**config.mk**
```make
export PLATFORM = sky130hd
export DESIGN_NAME = sorted_time_event_table
export DESIGN_NICKNAME = d
export VERILOG_FILES = /design/src/hdl/stel_pkg.sv /design/src/hdl/sorted_time_event_table.sv /design/src/hdl/stel_store.sv /design/src/hdl/stel_ctrl.sv
export SDC_FILE = /design/constraint.sdc
export NUM_CORES = 1
export LEC_CHECK = 0
export BUFFER_PORTS_ARGS = -buffer_cell sky130_fd_sc_hd__clkbuf_2
export CORE_MARGIN = 2
export CORE_UTILIZATION = 45
export CTS_CLUSTER_DIAMETER = 150
export DETAILED_ROUTE_END_ITERATION = 10
export PLACE_DENSITY = 0.59
export SLEW_MARGIN = 30
export SYNTH_ARGS = -nofsm -noshare
export SYNTH_HDL_FRONTEND = slang
export SYNTH_SLANG_ARGS = --single-unit
```
**constraint.sdc**
```tcl
create_clock -name clk -period 6.92 [get_ports clk]
set_input_delay 0.346 -clock clk [delete_from_list [all_inputs] [get_ports clk]]
set_output_delay 0.346 -clock clk [all_outputs]
set_load 0.02 [all_outputs]
```
**src/hdl/stel_pkg.sv**
```systemverilog
// Shared types and codes for the sorted time event table.
// Holds action and status codes, the sequencer state type and the result beat.
// No dependencies.
`default_nettype none

package stel_pkg;

	// Field widths fixed by the interface.
	localparam int HOUR_W   = 5;
	localparam int MINUTE_W = 6;
	localparam int TAG_W    = 16;
	localparam int SLOT_W   = 5;
	localparam int COUNT_W  = 6;
	localparam int KEY_W    = HOUR_W + MINUTE_W;
	localparam int ENTRY_W  = KEY_W + TAG_W;

	typedef enum logic [1:0] {
		ACT_INSERT = 2'd0,
		ACT_DELETE = 2'd1,
		ACT_READ   = 2'd2
	} action_t;

	typedef enum logic [1:0] {
		STAT_DONE   = 2'd0,
		STAT_FULL   = 2'd1,
		STAT_NOTOCC = 2'd2
	} status_t;

	typedef enum logic [2:0] {
		ST_IDLE,
		ST_INS_CMP,
		ST_INS_PUT,
		ST_RD_CAP,
		ST_DEL_CAP,
		ST_DEL_SHIFT,
		ST_DONE
	} seq_state_t;

	// One result beat as handed from the sequencer to the output register.
	typedef struct packed {
		status_t             status;
		logic [SLOT_W-1:0]   slot;
		logic [HOUR_W-1:0]   hour;
		logic [MINUTE_W-1:0] minute;
		logic [TAG_W-1:0]    tag;
		logic [COUNT_W-1:0]  count;
	} result_t;

endpackage

`default_nettype wire

```
**src/hdl/sorted_time_event_table.sv**
```systemverilog
// Top level of the sorted time event table: sequencer, entry memory, result register.
// Depends on stel_pkg, stel_store and stel_ctrl.
//
//  channel   direction  handshake            beat
//  request   in         req_valid/req_stall  action, event_hour, event_minute, event_tag, position
//  response  out        rsp_valid/rsp_stall  status, slot, out_hour, out_minute, out_tag, entry_count
//
// One request beat at a time. A read captures one entry; an insert moves each entry with a later
// time up one place, and a delete moves each entry above the position down one; an insert into an
// empty table, a rejected request and the unused action code go straight to the result.
// The walk is set by the single memory read and write port, one entry per cycle.
// Reset empties the table at once; entries are never cleared, only the count.
// A stalled response holds; the next request is taken while it waits.
`default_nettype none

module sorted_time_event_table #(
	parameter int CAPACITY = 32
) (
	input  wire logic                          clk,
	input  wire logic                          arst_n,
	input  wire logic                          req_valid,
	output logic                               req_stall,
	input  wire logic [1:0]                    action,
	input  wire logic [stel_pkg::HOUR_W-1:0]   event_hour,
	input  wire logic [stel_pkg::MINUTE_W-1:0] event_minute,
	input  wire logic [stel_pkg::TAG_W-1:0]    event_tag,
	input  wire logic [stel_pkg::SLOT_W-1:0]   position,
	output logic                               rsp_valid,
	input  wire logic                          rsp_stall,
	output logic      [1:0]                    status,
	output logic      [stel_pkg::SLOT_W-1:0]   slot,
	output logic      [stel_pkg::HOUR_W-1:0]   out_hour,
	output logic      [stel_pkg::MINUTE_W-1:0] out_minute,
	output logic      [stel_pkg::TAG_W-1:0]    out_tag,
	output logic      [stel_pkg::COUNT_W-1:0]  entry_count
);
	import stel_pkg::*;

	localparam int ADDR_W = (CAPACITY > 1) ? $clog2(CAPACITY) : 1;
	localparam int CNT_W  = $clog2(CAPACITY + 1);

	logic               busy, done, accept, res_free;
	result_t            res;
	result_t            rsp_q;
	logic               rsp_valid_q;
	logic               wr_en, rd_en;
	logic [ADDR_W-1:0]  wr_addr, rd_addr;
	logic [ENTRY_W-1:0] wr_data, rd_data;

	assign req_stall = busy;
	assign accept    = req_valid && !busy;
	assign res_free  = !rsp_valid_q || !rsp_stall;

	stel_ctrl #(
		.CAPACITY (CAPACITY),
		.ADDR_W   (ADDR_W),
		.CNT_W    (CNT_W)
	) u_ctrl (
		.clk          (clk),
		.arst_n       (arst_n),
		.accept       (accept),
		.action       (action),
		.event_hour   (event_hour),
		.event_minute (event_minute),
		.event_tag    (event_tag),
		.position     (position),
		.res_free     (res_free),
		.busy         (busy),
		.done         (done),
		.res          (res),
		.wr_en        (wr_en),
		.wr_addr      (wr_addr),
		.wr_data      (wr_data),
		.rd_en        (rd_en),
		.rd_addr      (rd_addr),
		.rd_data      (rd_data)
	);

	stel_store #(
		.DEPTH  (CAPACITY),
		.ADDR_W (ADDR_W)
	) u_store (
		.clk     (clk),
		.wr_en   (wr_en),
		.wr_addr (wr_addr),
		.wr_data (wr_data),
		.rd_en   (rd_en),
		.rd_addr (rd_addr),
		.rd_data (rd_data)
	);

	// Response valid flag.
	always_ff @(posedge clk or negedge arst_n) begin
		if (!arst_n) begin
			rsp_valid_q <= 1'b0;
		end else if (res_free) begin
			rsp_valid_q <= done;
		end
	end

	// Response payload, loaded only when the register is free.
	always_ff @(posedge clk) begin
		if (done && res_free) begin
			rsp_q <= res;
		end
	end

	assign rsp_valid   = rsp_valid_q;
	assign status      = rsp_q.status;
	assign slot        = rsp_q.slot;
	assign out_hour    = rsp_q.hour;
	assign out_minute  = rsp_q.minute;
	assign out_tag     = rsp_q.tag;
	assign entry_count = rsp_q.count;

endmodule

`default_nettype wire

```
**src/hdl/stel_store.sv**
```systemverilog
// Entry memory for the sorted time event table: one write port, one read port.
// Read data is registered. Depends on stel_pkg.
`default_nettype none

module stel_store #(
	parameter int DEPTH  = 32,
	parameter int ADDR_W = 5
) (
	input  wire logic                         clk,
	input  wire logic                         wr_en,
	input  wire logic [ADDR_W-1:0]            wr_addr,
	input  wire logic [stel_pkg::ENTRY_W-1:0] wr_data,
	input  wire logic                         rd_en,
	input  wire logic [ADDR_W-1:0]            rd_addr,
	output logic      [stel_pkg::ENTRY_W-1:0] rd_data
);
	import stel_pkg::*;

	logic [ENTRY_W-1:0] mem_q [DEPTH];

	// Write port.
	always_ff @(posedge clk) begin
		if (wr_en) begin
			mem_q[wr_addr] <= wr_data;
		end
	end

	// Registered read port.
	always_ff @(posedge clk) begin
		if (rd_en) begin
			rd_data <= mem_q[rd_addr];
		end
	end

endmodule

`default_nettype wire

```
**src/hdl/stel_ctrl.sv**
```systemverilog
// Sequencer and shared key comparator of the sorted time event table.
// Walks the entry memory one position per cycle to insert or delete, and reads one entry.
// Depends on stel_pkg; drives the ports of stel_store.
`default_nettype none

module stel_ctrl #(
	parameter int CAPACITY = 32,
	parameter int ADDR_W   = 5,
	parameter int CNT_W    = 6
) (
	input  wire logic                          clk,
	input  wire logic                          arst_n,
	input  wire logic                          accept,
	input  wire logic [1:0]                    action,
	input  wire logic [stel_pkg::HOUR_W-1:0]   event_hour,
	input  wire logic [stel_pkg::MINUTE_W-1:0] event_minute,
	input  wire logic [stel_pkg::TAG_W-1:0]    event_tag,
	input  wire logic [stel_pkg::SLOT_W-1:0]   position,
	input  wire logic                          res_free,
	output logic                               busy,
	output logic                               done,
	output stel_pkg::result_t                  res,
	output logic                               wr_en,
	output logic      [ADDR_W-1:0]             wr_addr,
	output logic      [stel_pkg::ENTRY_W-1:0]  wr_data,
	output logic                               rd_en,
	output logic      [ADDR_W-1:0]             rd_addr,
	input  wire logic [stel_pkg::ENTRY_W-1:0]  rd_data
);
	import stel_pkg::*;

	// Index arithmetic runs in a width that holds the count plus two and the output fields.
	localparam int IDX_W = CNT_W + 1;
	localparam int CW    = (IDX_W > COUNT_W) ? IDX_W : COUNT_W;

	seq_state_t         state_q, state_d;
	logic [CNT_W-1:0]   count_q;
	logic [CW-1:0]      idx_q;
	logic [ENTRY_W-1:0] new_q;
	logic [ENTRY_W-1:0] data_q;
	status_t            status_q;
	logic [SLOT_W-1:0]  slot_q;

	logic [CW-1:0]      cnt_w, pos_w, cap_w, idx_p1, idx_p2, idx_m1;
	logic [ENTRY_W-1:0] in_entry;
	logic               key_gt, is_full, is_empty, pos_bad, del_last, shift_last;

	// Widened views and the shared comparator.
	assign cnt_w      = CW'(count_q);
	assign pos_w      = CW'(position);
	assign cap_w      = CW'(CAPACITY);
	assign idx_p1     = idx_q + CW'(1);
	assign idx_p2     = idx_q + CW'(2);
	assign idx_m1     = idx_q - CW'(1);
	assign in_entry   = {event_hour, event_minute, event_tag};
	assign key_gt     = rd_data[ENTRY_W-1:TAG_W] > new_q[ENTRY_W-1:TAG_W];
	assign is_full    = (cnt_w == cap_w);
	assign is_empty   = (cnt_w == '0);
	assign pos_bad    = (pos_w >= cnt_w);
	assign del_last   = (idx_p1 >= cnt_w);
	assign shift_last = (idx_p2 >= cnt_w);

	// Next state.
	always_comb begin
		state_d = state_q;
		case (state_q)
			ST_IDLE: begin
				if (accept) begin
					case (action_t'(action))
						ACT_INSERT: state_d = (is_full || is_empty) ? ST_DONE : ST_INS_CMP;
						ACT_DELETE: state_d = pos_bad ? ST_DONE : ST_DEL_CAP;
						ACT_READ:   state_d = pos_bad ? ST_DONE : ST_RD_CAP;
						default:    state_d = ST_DONE;
					endcase
				end
			end
			ST_INS_CMP: begin
				if (!key_gt) begin
					state_d = ST_DONE;
				end else if (idx_q == '0) begin
					state_d = ST_INS_PUT;
				end
			end
			ST_INS_PUT:   state_d = ST_DONE;
			ST_RD_CAP:    state_d = ST_DONE;
			ST_DEL_CAP:   state_d = del_last ? ST_DONE : ST_DEL_SHIFT;
			ST_DEL_SHIFT: state_d = shift_last ? ST_DONE : ST_DEL_SHIFT;
			ST_DONE:      state_d = res_free ? ST_IDLE : ST_DONE;
			default:      state_d = ST_IDLE;
		endcase
	end

	// Memory port controls.
	always_comb begin
		wr_en   = 1'b0;
		wr_addr = '0;
		wr_data = new_q;
		rd_en   = 1'b0;
		rd_addr = '0;
		case (state_q)
			ST_IDLE: begin
				if (accept) begin
					case (action_t'(action))
						ACT_INSERT: begin
							if (is_empty) begin
								wr_en   = 1'b1;
								wr_data = in_entry;
							end else if (!is_full) begin
								rd_en   = 1'b1;
								rd_addr = ADDR_W'(cnt_w - CW'(1));
							end
						end
						ACT_DELETE, ACT_READ: begin
							rd_en   = !pos_bad;
							rd_addr = ADDR_W'(pos_w);
						end
						default: begin
						end
					endcase
				end
			end
			ST_INS_CMP: begin
				// Later entries move up one place; the new one lands above the first that is not later.
				wr_en   = 1'b1;
				wr_addr = ADDR_W'(idx_p1);
				wr_data = key_gt ? rd_data : new_q;
				if (key_gt && idx_q != '0) begin
					rd_en   = 1'b1;
					rd_addr = ADDR_W'(idx_m1);
				end
			end
			ST_INS_PUT: begin
				wr_en = 1'b1;
			end
			ST_DEL_CAP: begin
				rd_en   = !del_last;
				rd_addr = ADDR_W'(idx_p1);
			end
			ST_DEL_SHIFT: begin
				wr_en   = 1'b1;
				wr_addr = ADDR_W'(idx_q);
				wr_data = rd_data;
				rd_en   = !shift_last;
				rd_addr = ADDR_W'(idx_p2);
			end
			default: begin
			end
		endcase
	end

	// Control state.
	always_ff @(posedge clk or negedge arst_n) begin
		if (!arst_n) begin
			state_q <= ST_IDLE;
			count_q <= '0;
		end else begin
			state_q <= state_d;
			case (state_q)
				ST_IDLE: begin
					if (accept && action_t'(action) == ACT_INSERT && is_empty) begin
						count_q <= count_q + CNT_W'(1);
					end
				end
				ST_INS_CMP: begin
					if (!key_gt) begin
						count_q <= count_q + CNT_W'(1);
					end
				end
				ST_INS_PUT: count_q <= count_q + CNT_W'(1);
				ST_DEL_CAP: begin
					if (del_last) begin
						count_q <= count_q - CNT_W'(1);
					end
				end
				ST_DEL_SHIFT: begin
					if (shift_last) begin
						count_q <= count_q - CNT_W'(1);
					end
				end
				default: begin
				end
			endcase
		end
	end

	// Working registers of the current action.
	always_ff @(posedge clk) begin
		case (state_q)
			ST_IDLE: begin
				if (accept) begin
					new_q    <= in_entry;
					status_q <= STAT_DONE;
					slot_q   <= '0;
					data_q   <= '0;
					case (action_t'(action))
						ACT_INSERT: begin
							idx_q <= cnt_w - CW'(1);
							if (is_full) begin
								status_q <= STAT_FULL;
							end else if (is_empty) begin
								data_q <= in_entry;
							end
						end
						ACT_DELETE, ACT_READ: begin
							idx_q    <= pos_w;
							slot_q   <= position;
							status_q <= pos_bad ? STAT_NOTOCC : STAT_DONE;
						end
						default: idx_q <= '0;
					endcase
				end
			end
			ST_INS_CMP: begin
				if (key_gt) begin
					idx_q <= idx_m1;
				end else begin
					slot_q <= idx_p1[SLOT_W-1:0];
					data_q <= new_q;
				end
			end
			ST_INS_PUT: begin
				slot_q <= '0;
				data_q <= new_q;
			end
			ST_RD_CAP:    data_q <= rd_data;
			ST_DEL_CAP:   data_q <= rd_data;
			ST_DEL_SHIFT: idx_q  <= idx_p1;
			default: begin
			end
		endcase
	end

	// Result beat and handshake status.
	assign busy       = (state_q != ST_IDLE);
	assign done       = (state_q == ST_DONE);
	assign res.status = status_q;
	assign res.slot   = slot_q;
	assign res.hour   = data_q[ENTRY_W-1:KEY_W+MINUTE_W-HOUR_W+TAG_W-MINUTE_W];
	assign res.minute = data_q[TAG_W+MINUTE_W-1:TAG_W];
	assign res.tag    = data_q[TAG_W-1:0];
	assign res.count  = cnt_w[COUNT_W-1:0];

endmodule

`default_nettype wire

```
## Yosys cells after proc, flatten, opt, wreduce, memory -nomap -nowiden

Memories as Yosys holds them, arrays and structs flattened. A register that Yosys moved wholly into a read port is not among the register bits.
Cells that the tools add are included.

| operators by class | value |
|---|---|
| $add $sub $neg | 6 |
| order comparisons | 4 |
| equality and inequality tests | 16 |
| muxes and demuxes | 57 |
| reductions and logical operators | 33 |

Operators by type and width:

| cell | number |
|---|---|
| 27-bit 2-to-1 mux | 9 |
| 27-bit one-hot mux with 4 select lines | 1 |
| 27-bit one-hot mux with 3 select lines | 1 |
| 5-bit 2-to-1 mux | 7 |
| 6-bit one-hot mux with 5 select lines | 1 |
| 6-bit 2-to-1 mux | 4 |
| 7-bit one-hot mux with 3 select lines | 1 |
| 5-bit one-hot mux with 2 select lines | 2 |
| 5-bit one-hot mux with 4 select lines | 1 |
| 3-bit 2-to-1 mux | 6 |
| 3-bit one-hot mux with 6 select lines | 1 |
| 5-bit one-hot mux with 3 select lines | 1 |
| 7-bit by 6-bit >= comparator with 1-bit output | 2 |
| 7-bit zero test | 2 |
| 7-bit 2-to-1 mux | 2 |
| 7-bit one-hot mux with 2 select lines | 1 |
| 11-bit greater-than comparator | 1 |
| 1-bit 2-to-1 mux | 10 |
| 2-bit by 1-bit != test with 1-bit output (second input constant) | 5 |
| 3-bit == test (second input constant) | 3 |
| 3-bit one-hot mux with 3 select lines | 1 |
| 3-bit AND reduction | 3 |
| 3-bit nonzero test | 3 |
| 2-bit 2-to-1 mux | 4 |
| 29 further kinds | 44 |

| storage, ports and cells | value |
|---|---|
| register bits after elaboration | 118 |
| memory bits (writable) | 864 |
| input bits | 38 |
| output and inout port bits | 42 |
| logic and storage cells | 131 |
| memories kept | 1 |

Memories:

| name | depth | width | read ports | clocked after Yosys merged registers in | write ports | RTL line | text |
|---|---|---|---|---|---|---|---|
| u_store.mem_q | 32 | 27 | 1 | 1 | 1 | stel_store.sv:19 | `logic [ENTRY_W-1:0] mem_q [DEPTH];` |

## Longest topological paths before layout

Gate-level depths: netlist of the first run.

| logic depth | value |
|---|---|
| depth in word-level cells | 7 |
| depth in mapped cells | 15 |
| depth with buffers taken out | 12 |

## Cells and area by module

A second synthesis of the first run with hierarchy kept.

| unflattened totals | value |
|---|---|
| cell total of the unflattened synthesis | 2508 |
| area, all modules | 41202.0 µm² |

Modules (own cells, without submodules):

| module | times used | cells each | area an instance (µm²) | seq. area each (µm²) |
|---|---|---|---|---|
| stel_store | 1 | 1915 | 34493.1 | 26755.7 |
| stel_ctrl | 1 | 548 | 5454.0 | 2267.2 |
| sorted_time_event_table | 1 | 45 | 1255.0 | 1226.2 |

## Worst setup path before layout of the first run

OpenSTA, ideal clock, no wires.

| path | value |
|---|---|
| path type | register to register |
| start point | register u_ctrl.state_q[2] |
| end point | register rsp_q, in the netlist entry_count[0] (enable) |
| arrival | 4.172 ns |
| data required time | 6.425 ns |
| path slack | 2.253 ns |
| stages on the path, launching flop included | 6 |
| clock period less this slack | 4.667 ns |
| cell sequence | dfrtp_1 > buf_2 > clkbuf_1 > clkbuf_1 > nand2_1 > nor3b_1 |

| between the ends | value |
|---|---|
| word-level cells in the longest chain between the ends | 2 |

Ends and longest elaborated chain:

| what | RTL line | text |
|---|---|---|
| start: declaration | stel_ctrl.sv:36 | `seq_state_t state_q, state_d;` |
| start signal: assignment | stel_ctrl.sv:157 | `state_q <= state_d;` |
| 3-bit == test | stel_ctrl.sv:235 | `assign done = (state_q == ST_DONE);` |
| 1-bit logical AND | sorted_time_event_table.sv:103 | `if (done && res_free) begin` |
| end signal: assignment | sorted_time_event_table.sv:104 | `rsp_q <= res;` |
| end: declaration | sorted_time_event_table.sv:44 | `result_t rsp_q;` |

Every way passes these cells.
A chain may end at the register's enable or synchronous reset.

## Worst setup path after layout of the first run

| path | value |
|---|---|
| start point | register u_ctrl.count_q[0] |
| end point | memory u_store.mem_q[3][17] in the netlist's numbering, data pin |

| between the ends | value |
|---|---|
| word-level cells in the longest chain between the ends | 5 |

Ends and longest elaborated chain:

| what | RTL line | text |
|---|---|---|
| start: declaration | stel_ctrl.sv:37 | `logic [CNT_W-1:0] count_q;` |
| start signal: assignment | stel_ctrl.sv:161 | `count_q <= count_q + CNT_W'(1);` |
| start signal: assignment | stel_ctrl.sv:166 | `count_q <= count_q + CNT_W'(1);` |
| start signal: assignment | stel_ctrl.sv:169 | `ST_INS_PUT: count_q <= count_q + CNT_W'(1);` |
| 7-bit zero test | stel_ctrl.sv:58 | `assign is_empty = (cnt_w == '0);` |
| 27-bit 2-to-1 mux | stel_ctrl.sv:105 | `if (is_empty) begin` |
| 27-bit 2-to-1 mux | stel_ctrl.sv:103 | `case (action_t'(action))` |
| 27-bit 2-to-1 mux | stel_ctrl.sv:102 | `if (accept) begin` |
| 27-bit one-hot mux with 3 select lines | stel_ctrl.sv:100 | `case (state_q)` |
| named net u_ctrl.wr_data, one bit | stel_ctrl.sv:25 | `output logic [stel_pkg::ENTRY_W-1:0] wr_data,` |
| end: declaration | stel_store.sv:19 |  |

The timed path passes the listed nets, and every way through them passes these cells.

==> results of run 1 <==
==> state kept, by name, summed over array words and instances, names as in the netlist, 6 cells and up <==
register,flops
u_store.rd_data,27
u_store.mem_q,864
out_minute,6
u_ctrl.count_q,6
u_ctrl.new_q,27
u_ctrl.idx_q,7
out_tag,16
u_ctrl.data_q,27
entry_count,6
==> stage by stage <==
| stage | area [um^2] | setup slack, ns | hold slack (ns) | power [mW] | utilization [%] |
|---|---|---|---|---|---|
| finish | 47100 | 1.86 | 0.129 | 20.8 | 51.3 |
| global route | 47100 | 1.55 | 0.131 | 21.7 | 51.3 |
| CTS | 47100 | 1.91 | 0.112 | 20.8 | 51.3 |
| detailed placement | 43600 | 1.90 | 0.263 | 15.6 | 47.5 |
| global placement | 43600 | 2.02 | 0.261 | 15.4 | 47.5 |
| floorplan | 41700 | 2.25 | 0.0504 | 13.0 | - |
==> worst max-delay path, stage by stage, from the launching register on <==
cell and delay [ns]:
dfrtp_1 0.51, inv_1 0.15, ha_1 0.22, nor4b_2 0.46, nand2_1 0.15, nor2_1 0.46, nand2_1 0.18, a21o_1 0.53
buf_4 0.34, a222oi_1 0.58, clkinv_1 0.89
==> logic make-up after synthesis <==
logic type                 count (synthesis)
AOI/OAI and AO/OA                        443
adders and majority gates                 44
and+or+nand+nor                         1168
DFF                                     1009
xor gates and xnor gates                  31
muxes                                    116
buffers and inverters                    266
==> final cells by class <==
class / count / area [um^2]
Clock buffer: 125 / 2660
Clock inverter: 62 / 518
Fill cell: 7655 / 44600
Inverter: 74 / 278
Multi-Input combinational cell: 1802 / 10600
Sequential cell: 1009 / 30200
Tap cell: 1186 / 1480
Timing Repair Buffer: 177 / 1280
==> where the power goes <==
| part | switching, mW | total [mW] | leakage, nW | internal (mW) |
|---|---|---|---|---|
| clock network | 2.28 | 5.27 | 1.54 | 2.99 |
| logic | 5.23 | 7.35 | 5.69 | 2.12 |
| registers | 0.323 | 8.15 | 9.19 | 7.83 |
| total | 7.83 | 20.8 | 16.4 | 12.9 |
==> how the worst max path moves through the flow <==
stage / slack [ns] / cells after the start / to
3_3_place_gp: 2.02 / 10 / u_store.rd_data[9]
3_5_place_dp: 1.90 / 10 / u_store.rd_data[4]
6_report: 1.86 / 10 / u_store.mem_q[3][17]
4_1_cts: 1.91 / 10 / u_store.rd_data[4]
2_1_floorplan: 2.25 / 5 / entry_count[0]
5_1_grt: 1.55 / 10 / u_store.mem_q[21][17]
==> what timing repair did <==
item                      4_1_cts  5_1_grt
hold endpoints to repair       41        0
hold buffers                   29        0
setup buffers                   0        0
==> layer usage <==
| metal | wire length (um) | share of wire (%) |
|---|---|---|
| met1 | 47900 | 42 |
| met5 | 0 | 0 |
| met3 | 7990 | 6.9 |
| met4 | 4150 | 3.6 |
| met2 | 54900 | 48 |
==> cell usage in the layout, fill, tap and decap left out, drive strengths merged, types with 4 or more instances in the layout <==
| cell | count |
|---|---|
| a21oi | 155 |
| xor2 | 11 |
| mux2i | 114 |
| a311oi | 4 |
| a221o | 6 |
| xnor2 | 20 |
| dlygate4sd3 | 29 |
| nand2 | 685 |
| dfrtp | 10 |
| a222oi | 41 |
| o221ai | 55 |
| nand3b | 5 |
| a32oi | 28 |
| clkinv | 55 |
| edfxtp | 999 |
| inv | 69 |
| nand3 | 254 |
| o22ai | 12 |
| nand2b | 13 |
| a221oi | 4 |
| a211oi | 4 |
| nand4 | 70 |
| nor2 | 78 |
| buf | 69 |
| nor2b | 7 |
| and3 | 10 |
| o21a | 7 |
| a22oi | 12 |
| a31oi | 8 |
| clkinvlp | 5 |
| a21o | 33 |
| nor3 | 27 |
| bufinv | 7 |
| clkbuf | 204 |
| o21ai | 48 |
| ha | 43 |
==> reports/summary.log, run 1 <==
qor: clock_network.htreeDepth 3
qor: setup_path.reg2reg_to u_store.mem_q[3][17]
qor: timing.hold_violations 0
qor: clock_network.clockRootBuffer clkbuf_16
qor: global_routing.use_met2 38.6%
qor: drt.postRouteWirelength 115 mm
qor: timing.tns 0 ns
qor: power.peakVddDrop 0.450 mV
qor: timing.worstMarginPinSlew 1.04 ns
qor: yosys.synth-seq-cells 1,009
qor: yosys.synth_mux_area_share 2.79%
qor: setup_path.critPathArrivalTime 5.17 ns
qor: yosys.synthArstFlopShare 0.991%
qor: clock_network.cts_max_path_buffers 3
qor: power.power.density 441 nW/um^2
qor: placed_design.numPortBuffers 79
qor: run_status.status complete, no violations
qor: min_path.min_path_type primary input to async pin
qor: clock_network.clk_pin_slew_worst_paths 0.06 ns
qor: timing.period_minus_slack 5.06 ns
qor: setup_path.reg2reg_slack 1.86 ns
qor: yosys.synth_xor_xnor_area_share 0.651%
qor: global_routing.antenna_found_initial 1
qor: global_routing.grt_start_max_net_pins 184
qor: timing.fmax 0.198 GHz
qor: timing.setup-violations-final 0
qor: die.die_h 308 um
qor: job.drv.max_cap_violation_count 0
qor: yosys.most_used_standard_cells_in_the_synthesized_netlist 999 x edfxtp_1, 683 x nand2_1, 254 x nand3_1
qor: die.die_w 308 um
qor: drt.route.detailed.wl_per_inst 25.9 um
qor: yosys.synth-main-ff-cell edfxtp_1
qor: setup_path.startpoint_type register
qor: die.num_rows 111
qor: clock_network.clk_latency 0.67 ns
qor: drt.post_drt_via_cell_ratio 5.97
qor: yosys.synthAdderAreaFrac 1.34%
qor: clock_network.cts.repair.resized 0
qor: yosys.synthCells 3,077
qor: drt.postRouteAntennaNets 0
qor: yosys.yosys_warnings 0
qor: yosys.synthDominantAreaCellType edfxtp_1
qor: clock_network.clock_sink_count 1,009
qor: setup_path.worst-setup-path-type register to register
qor: cells_and_area.final_cells 4,435
qor: placed_design.gpl.final_weighted_congestion 0.904
qor: cells_and_area.diodes 0
qor: yosys.synthesis.area_per_instance 13.5 um^2
qor: setup_path.worst-path-max-fanout 32
qor: timing.max_slew_vio_count 0
qor: setup_path.setup.worst_path.end_class register
qor: placed_design.dp.cells 4,219
qor: yosys.synth.net_count 3,159
qor: drt.drt_first_iter_violations 3,343
qor: timing.grt_setup_unrepaired false
qor: timing.clock-skew-final 0.0312 ns
qor: yosys.synthMostInstantiatedCell edfxtp_1
qor: setup_path.crit_path_start u_ctrl.count_q[0]
qor: yosys.synth-seq-area-share 72.6%
qor: timing.worst_max_slew_margin_expressed_relative_to_the_limit 30.3%
qor: yosys.synth_compound_area_share 7.45%
qor: placed_design.dp_hpwl 62.8 mm
qor: global_routing.grt_overflow_total 0
qor: yosys.synth.lib_cells_used.distinct 78
qor: global_routing.use_met3 3.26%
qor: timing.tcrit_tclk_final 73.1%
qor: global_routing.track_usage 24.0%
qor: cells_and_area.area_delta_synth_final 12.9%
qor: setup_path.rr_worst_depth 10
qor: setup_path.worst_r2r_startpoint u_ctrl.count_q[0]
qor: drt.drtPass1Iterations 9
qor: yosys.synth_top_cells_by_area edfxtp_1 72%, nand2_1 6.2%, nand3_1 3.0%
qor: drt.vias 26.5k
qor: clock_network.cts_tree yes
qor: yosys.main_combinational_cell_family_by_area_after_synthesis simple AND/OR/NAND/NOR gates
qor: global_routing.met1_usage 33.2%
qor: global_routing.grt_pass1_vias 25.4k
qor: cells_and_area.fin_nets 3,247
qor: cells_and_area.post_route_cells_drive_above_1_share 11.2%
qor: global_routing.grt_busiest_layer met2
qor: clock_network.cts-buffers-inserted 101
qor: setup_path.required_time_at_the_worst_slack_endpoint 7.03 ns
qor: yosys.synthSimpleGateAreaFrac 12.3%
qor: die.core_area 91,700 um^2
qor: drt.post-route-drc-count 0
qor: yosys.syn_area 41,700 um^2
qor: yosys.netlist.area_leader.share 72.0%
qor: yosys.synth_enable_flop_cells 999
qor: die.floorplan.initialDensity 45.5%
qor: die.design.portCount 80
qor: power.leakage 16.4 nW
qor: global_routing.grt_first_pass_wirelength 168 mm
qor: die.die_area 95,100 um^2
(Power assumes the default switching activity.)
==> run 2: changes to the inputs <==
--- a/config.mk
+++ b/config.mk
@@ -5,6 +5,7 @@
 export SDC_FILE = /design/constraint.sdc
 export NUM_CORES = 1
 export LEC_CHECK = 0
+export ABC_AREA = 1
 export BUFFER_PORTS_ARGS = -buffer_cell sky130_fd_sc_hd__clkbuf_2
 export CORE_MARGIN = 2
 export CORE_UTILIZATION = 45
==> constraint.sdc (replaced) <==
create_clock -name clk -period 5.23 [get_ports clk]
set_input_delay 0.2615 -clock clk [delete_from_list [all_inputs] [get_ports clk]]
set_output_delay 0.2615 -clock clk [all_outputs]
set_load 0.02 [all_outputs]
==> run 2 against run 1 <==
Compared with the run above: worst hold slack lost 0.055 ns; cell area grew 3.7%; fmax up 25%; total power increased by 56%; setup slack lost 0.69 ns; synthesized cell count increased by 17%; via count rose by 12%; non-clock buffer count increased by 45; flip-flop and latch count unchanged; sequential power up 47%; sequential share of layout area shrank 2.3 points; critical endpoint is now u_store.rd_data[5]; largest power group is now combinational cells.
==> reports/summary.log, run 2 <==
qor: setup_path.reg2reg_slack 1.18 ns [-0.69 ns]
qor: yosys.netlist.area_leader.share 69.8% [-2.2 points]
qor: clock_network.cts-buffers-inserted 102 [+0.99%]
qor: setup_path.crit_path_max_incr_delay 0.53 ns [-0.36 ns]
qor: timing.hold_violations 0 [unchanged]
qor: global_routing.antenna_found_initial 5 [+4]
qor: timing.worst_max_slew_margin_expressed_relative_to_the_limit 32.0% [+1.6 points]
qor: power.internal_power 19.3 mW [+49%]
qor: die.die_h 313 um [+1.5%]
qor: yosys.synth-seq-area-share 70.4% [-2.2 points]
qor: setup_path.worst-setup-path-type register to register
qor: cells_and_area.largest_reg_flops 864 [unchanged]
qor: setup_path.critPathArrivalTime 4.59 ns [-0.58 ns]
qor: drt.vias 29.8k [+12%]
qor: run_status.status complete, no violations
qor: timing.hold_slack 0.0733 ns [-0.0554 ns]
qor: placed_design.place_area 45,200 um^2 [+3.7%]
qor: global_routing.grt_start_max_net_pins 164 [-11%]
qor: clock_network.clockRootBuffer clkbuf_16
qor: global_routing.grt_first_pass_wirelength 184 mm [+9.7%]
qor: drt.drtPass1Iterations 6 [-3]
qor: timing.fmax 0.247 GHz [+25%]
qor: power.power.density 662 nW/um^2 [+50%]
qor: timing.setup-violations-final 0 [unchanged]
qor: clock_network.clk_pin_slew_worst_paths 0.06 ns [about the same]
qor: timing.tcrit_tclk_final 77.5% [+4.4 points]
qor: yosys.syn_area 43,000 um^2 [+3.1%]
qor: global_routing.track_usage 24.9% [+0.92 points]
qor: clock_network.hold_buffers 30 [+3.4%]
qor: yosys.synthDominantAreaCellType edfxtp_1
qor: power.logic_gate_share_of_total_power 40.5% [+5.1 points]
qor: placed_design.gpl.final_weighted_congestion 0.905 [+0.14%]
qor: drt.post-route-drc-count 0 [unchanged]
qor: die.die_area 98,000 um^2 [+3.1%]
qor: cells_and_area.post_route_cells_drive_above_1_share 11.4% [+0.18 points]
qor: drt.postRouteAntennaNets 0 [unchanged]
qor: placed_design.numPortBuffers 79 [unchanged]
qor: yosys.synthArstFlopShare 0.991% [unchanged]
qor: yosys.yosys_warnings 0 [unchanged]
qor: power.peakVddDrop 0.644 mV [+43%]
qor: power.clockPowerShare 22.4% [-3.0 points]
qor: timing.worstMarginPinSlew 1.02 ns [-0.0245 ns]
qor: yosys.synthCells 3,598 [+17%]
qor: yosys.synth_enable_flop_cells 999 [unchanged]
qor: power.power.share.sequential 37.1% [-2.2 points]
qor: timing.period_minus_slack 4.05 ns [-1.00 ns]
qor: clock_network.clk_latency 0.68 ns [about the same]
qor: die.die_w 313 um [+1.5%]
qor: yosys.synth-seq-cells 1,009 [unchanged]
qor: cells_and_area.postLayoutCoreUtil 51.4% [+0.079 points]
qor: global_routing.grt_pass1_vias 28.2k [+11%]
qor: die.core_area 94,900 um^2 [+3.5%]
qor: cells_and_area.area_delta_synth_final 13.5%
qor: yosys.most_used_standard_cells_in_the_synthesized_netlist 1,263 x nand3_1, 999 x edfxtp_1, 602 x nand2_1
qor: die.num_rows 113 [+1.8%]
qor: power.power_switching 13.1 mW [+67%]
qor: drt.drt_first_iter_violations 3,809 [+14%]
qor: yosys.synth.net_count 3,680 [+16%]
qor: drt.post_drt_via_cell_ratio 5.92 [-0.69%]
qor: setup_path.slowest_stage buf_12
qor: setup_path.startpoint_type register
qor: placed_design.dp_hpwl 66.7 mm [+6.2%]
qor: job.drv.max_cap_violation_count 0 [unchanged]
qor: timing.clock-skew-final 0.0272 ns [-0.00400 ns]
qor: cells_and_area.layout_commonest_cell nand3_1
qor: setup_path.critical_path.n_buffers_inverters 4 [+1]
qor: power.leakage 17.3 nW [+5.6%]
qor: power.power.share.switching 40.4% [+2.7 points]
qor: setup_path.path_cells ha_1 > nand2_1 > inv_1 > nand2_1 > inv_1 > nand2_1 > nand3_1 > nand4_1 > buf_12 > buf_12 > nand3_1 > nand3_1 > nand3_1 > nand3_1 > nand3_1 > nand2_1
qor: cells_and_area.regMostFlops u_store.mem_q
qor: placed_design.place_ws 1.15 ns [-0.750 ns]
qor: clock_network.cts.repair.resized 0 [unchanged]
qor: clock_network.post_cts_buffers 0 [unchanged]
qor: timing.final.setup.worst_slack 1.18 ns [-0.686 ns]
qor: drt.postRouteWirelength 123 mm [+7.2%]
qor: cells_and_area.mostFrequentLayoutCells 1,263 x nand3_1, 999 x edfxtp_1, 600 x nand2_1, 128 x inv_1, 105 x clkbuf_16
qor: clock_network.cts_tree yes
qor: yosys.synth.lib_cells_used.distinct 45 [-42%]
qor: setup_path.setup.worst_path.end_class register
qor: cells_and_area.fin_nets 3,757 [+16%]
qor: clock_network.clock_sink_count 1,009 [unchanged]
qor: setup_path.worst-path-max-fanout 143 [+350%]
qor: clock_network.htreeDepth 3 [unchanged]
qor: setup_path.required_time_at_the_worst_slack_endpoint 5.76 ns [-1.27 ns]
qor: timing.tns 0 ns [unchanged]
qor: global_routing.grt_overflow_total 0 [unchanged]
qor: clock_network.cts_max_path_buffers 3 [unchanged]
qor: setup_path.path_common_cell nand3_1
qor: timing.grt_setup_unrepaired false
qor: yosys.synthMostInstantiatedCell nand3_1
qor: yosys.synthesis.area_per_instance 11.9 um^2 [-12%]
qor: cells_and_area.fin_area 48,800 um^2 [+3.7%]
qor: yosys.synth_top_cells_by_area edfxtp_1 70%, nand3_1 15%, nand2_1 5.3%
qor: die.floorplan.initialDensity 45.3% [-0.17 points]
qor: min_path.min_path_type primary input to register
qor: die.design.portCount 80 [unchanged]
qor: timing.max_slew_vio_count 0 [unchanged]
qor: setup_path.cpLargestDelayFamily simple AND/OR/NAND/NOR gates
qor: drt.route.detailed.wl_per_inst 24.6 um [-5.3%]
qor: yosys.synth-main-ff-cell edfxtp_1
run 2: worst paths after layout:
kind	from	endpoint	depth (start not counted)
setup / recovery	u_store.rd_data[24]	u_store.rd_data[5]	16
hold / removal	position[4]	u_ctrl.slot_q[4]	3
setup reg to reg	u_store.rd_data[24]	u_store.rd_data[5]	16
hold reg to reg	u_ctrl.data_q[22]	out_hour[0]	0
max in group asynchronous	arst_n	u_ctrl.state_q[0]	3
min in group asynchronous	arst_n	u_ctrl.state_q[1]	3
run 2: area by class of cell:
type	count	area, um^2
fill	8085	46100
tap	1265	1580
inverter	140	538
clock inverter	63	582
sequential	1009	30200
timing repair buffer	222	1740
multi-input combinational	2200	11400
antenna	1	2.50
clock buffer	124	2720
run 2: cells by family (layout without fill, tap and decap cells):
family	count (synthesis)	after routing	synth area share, %
AOI/OAI and AO/OA	169	169	2.69
xor gates and xnor gates	14	14	0.285
adders and majority gates	44	44	1.30
buffers and inverters	389	549	4.26
DFF	1009	1009	70.4
other	0	1	0
and+or+nand+nor	1973	1973	21.1
run 2: metal layers:
metal,global-route usage (%),vias to the layer above,share of wire [%]
met2,38.9,1431,46
met5,0,-,0.024
met3,4.29,190,8.9
met4,7.25,4,2.3
met1,35.9,14800,42
li1,-,13400,-
run 2: per-stage QoR:
stage	power, mW	instances
2_1_floorplan	20.3	3598
3_3_place_gp	25.0	4806
3_5_place_dp	25.1	4806
4_1_cts	32.3	5023
5_1_grt	34.0	5023
6_report	32.3	5024
run 2: worst reg2reg max path, cell delays in order, from the launching register on:
cell      delay, ns
edfxtp_1       0.52
ha_1           0.37
nand2_1        0.07
inv_1          0.04
nand2_1        0.08
inv_1          0.05
nand2_1        0.06
nand3_1        0.18
nand4_1        0.32
buf_12         0.45
buf_12         0.55
nand3_1        0.46
nand3_1        0.26
nand3_1        0.12
nand3_1        0.19
nand3_1        0.11
nand2_1        0.08
run 2: power by group through the flow:
stage / registers [mW] / clock network [mW] / logic [mW]
after floorplan: 12.1 / 0 / 8.21
after global placement: 12.1 / 0 / 12.9
after detailed placement: 12.1 / 0 / 12.9
after CTS: 12.0 / 7.34 / 13.0
after global routing: 12.1 / 7.65 / 14.3
final: 12.0 / 7.25 / 13.1
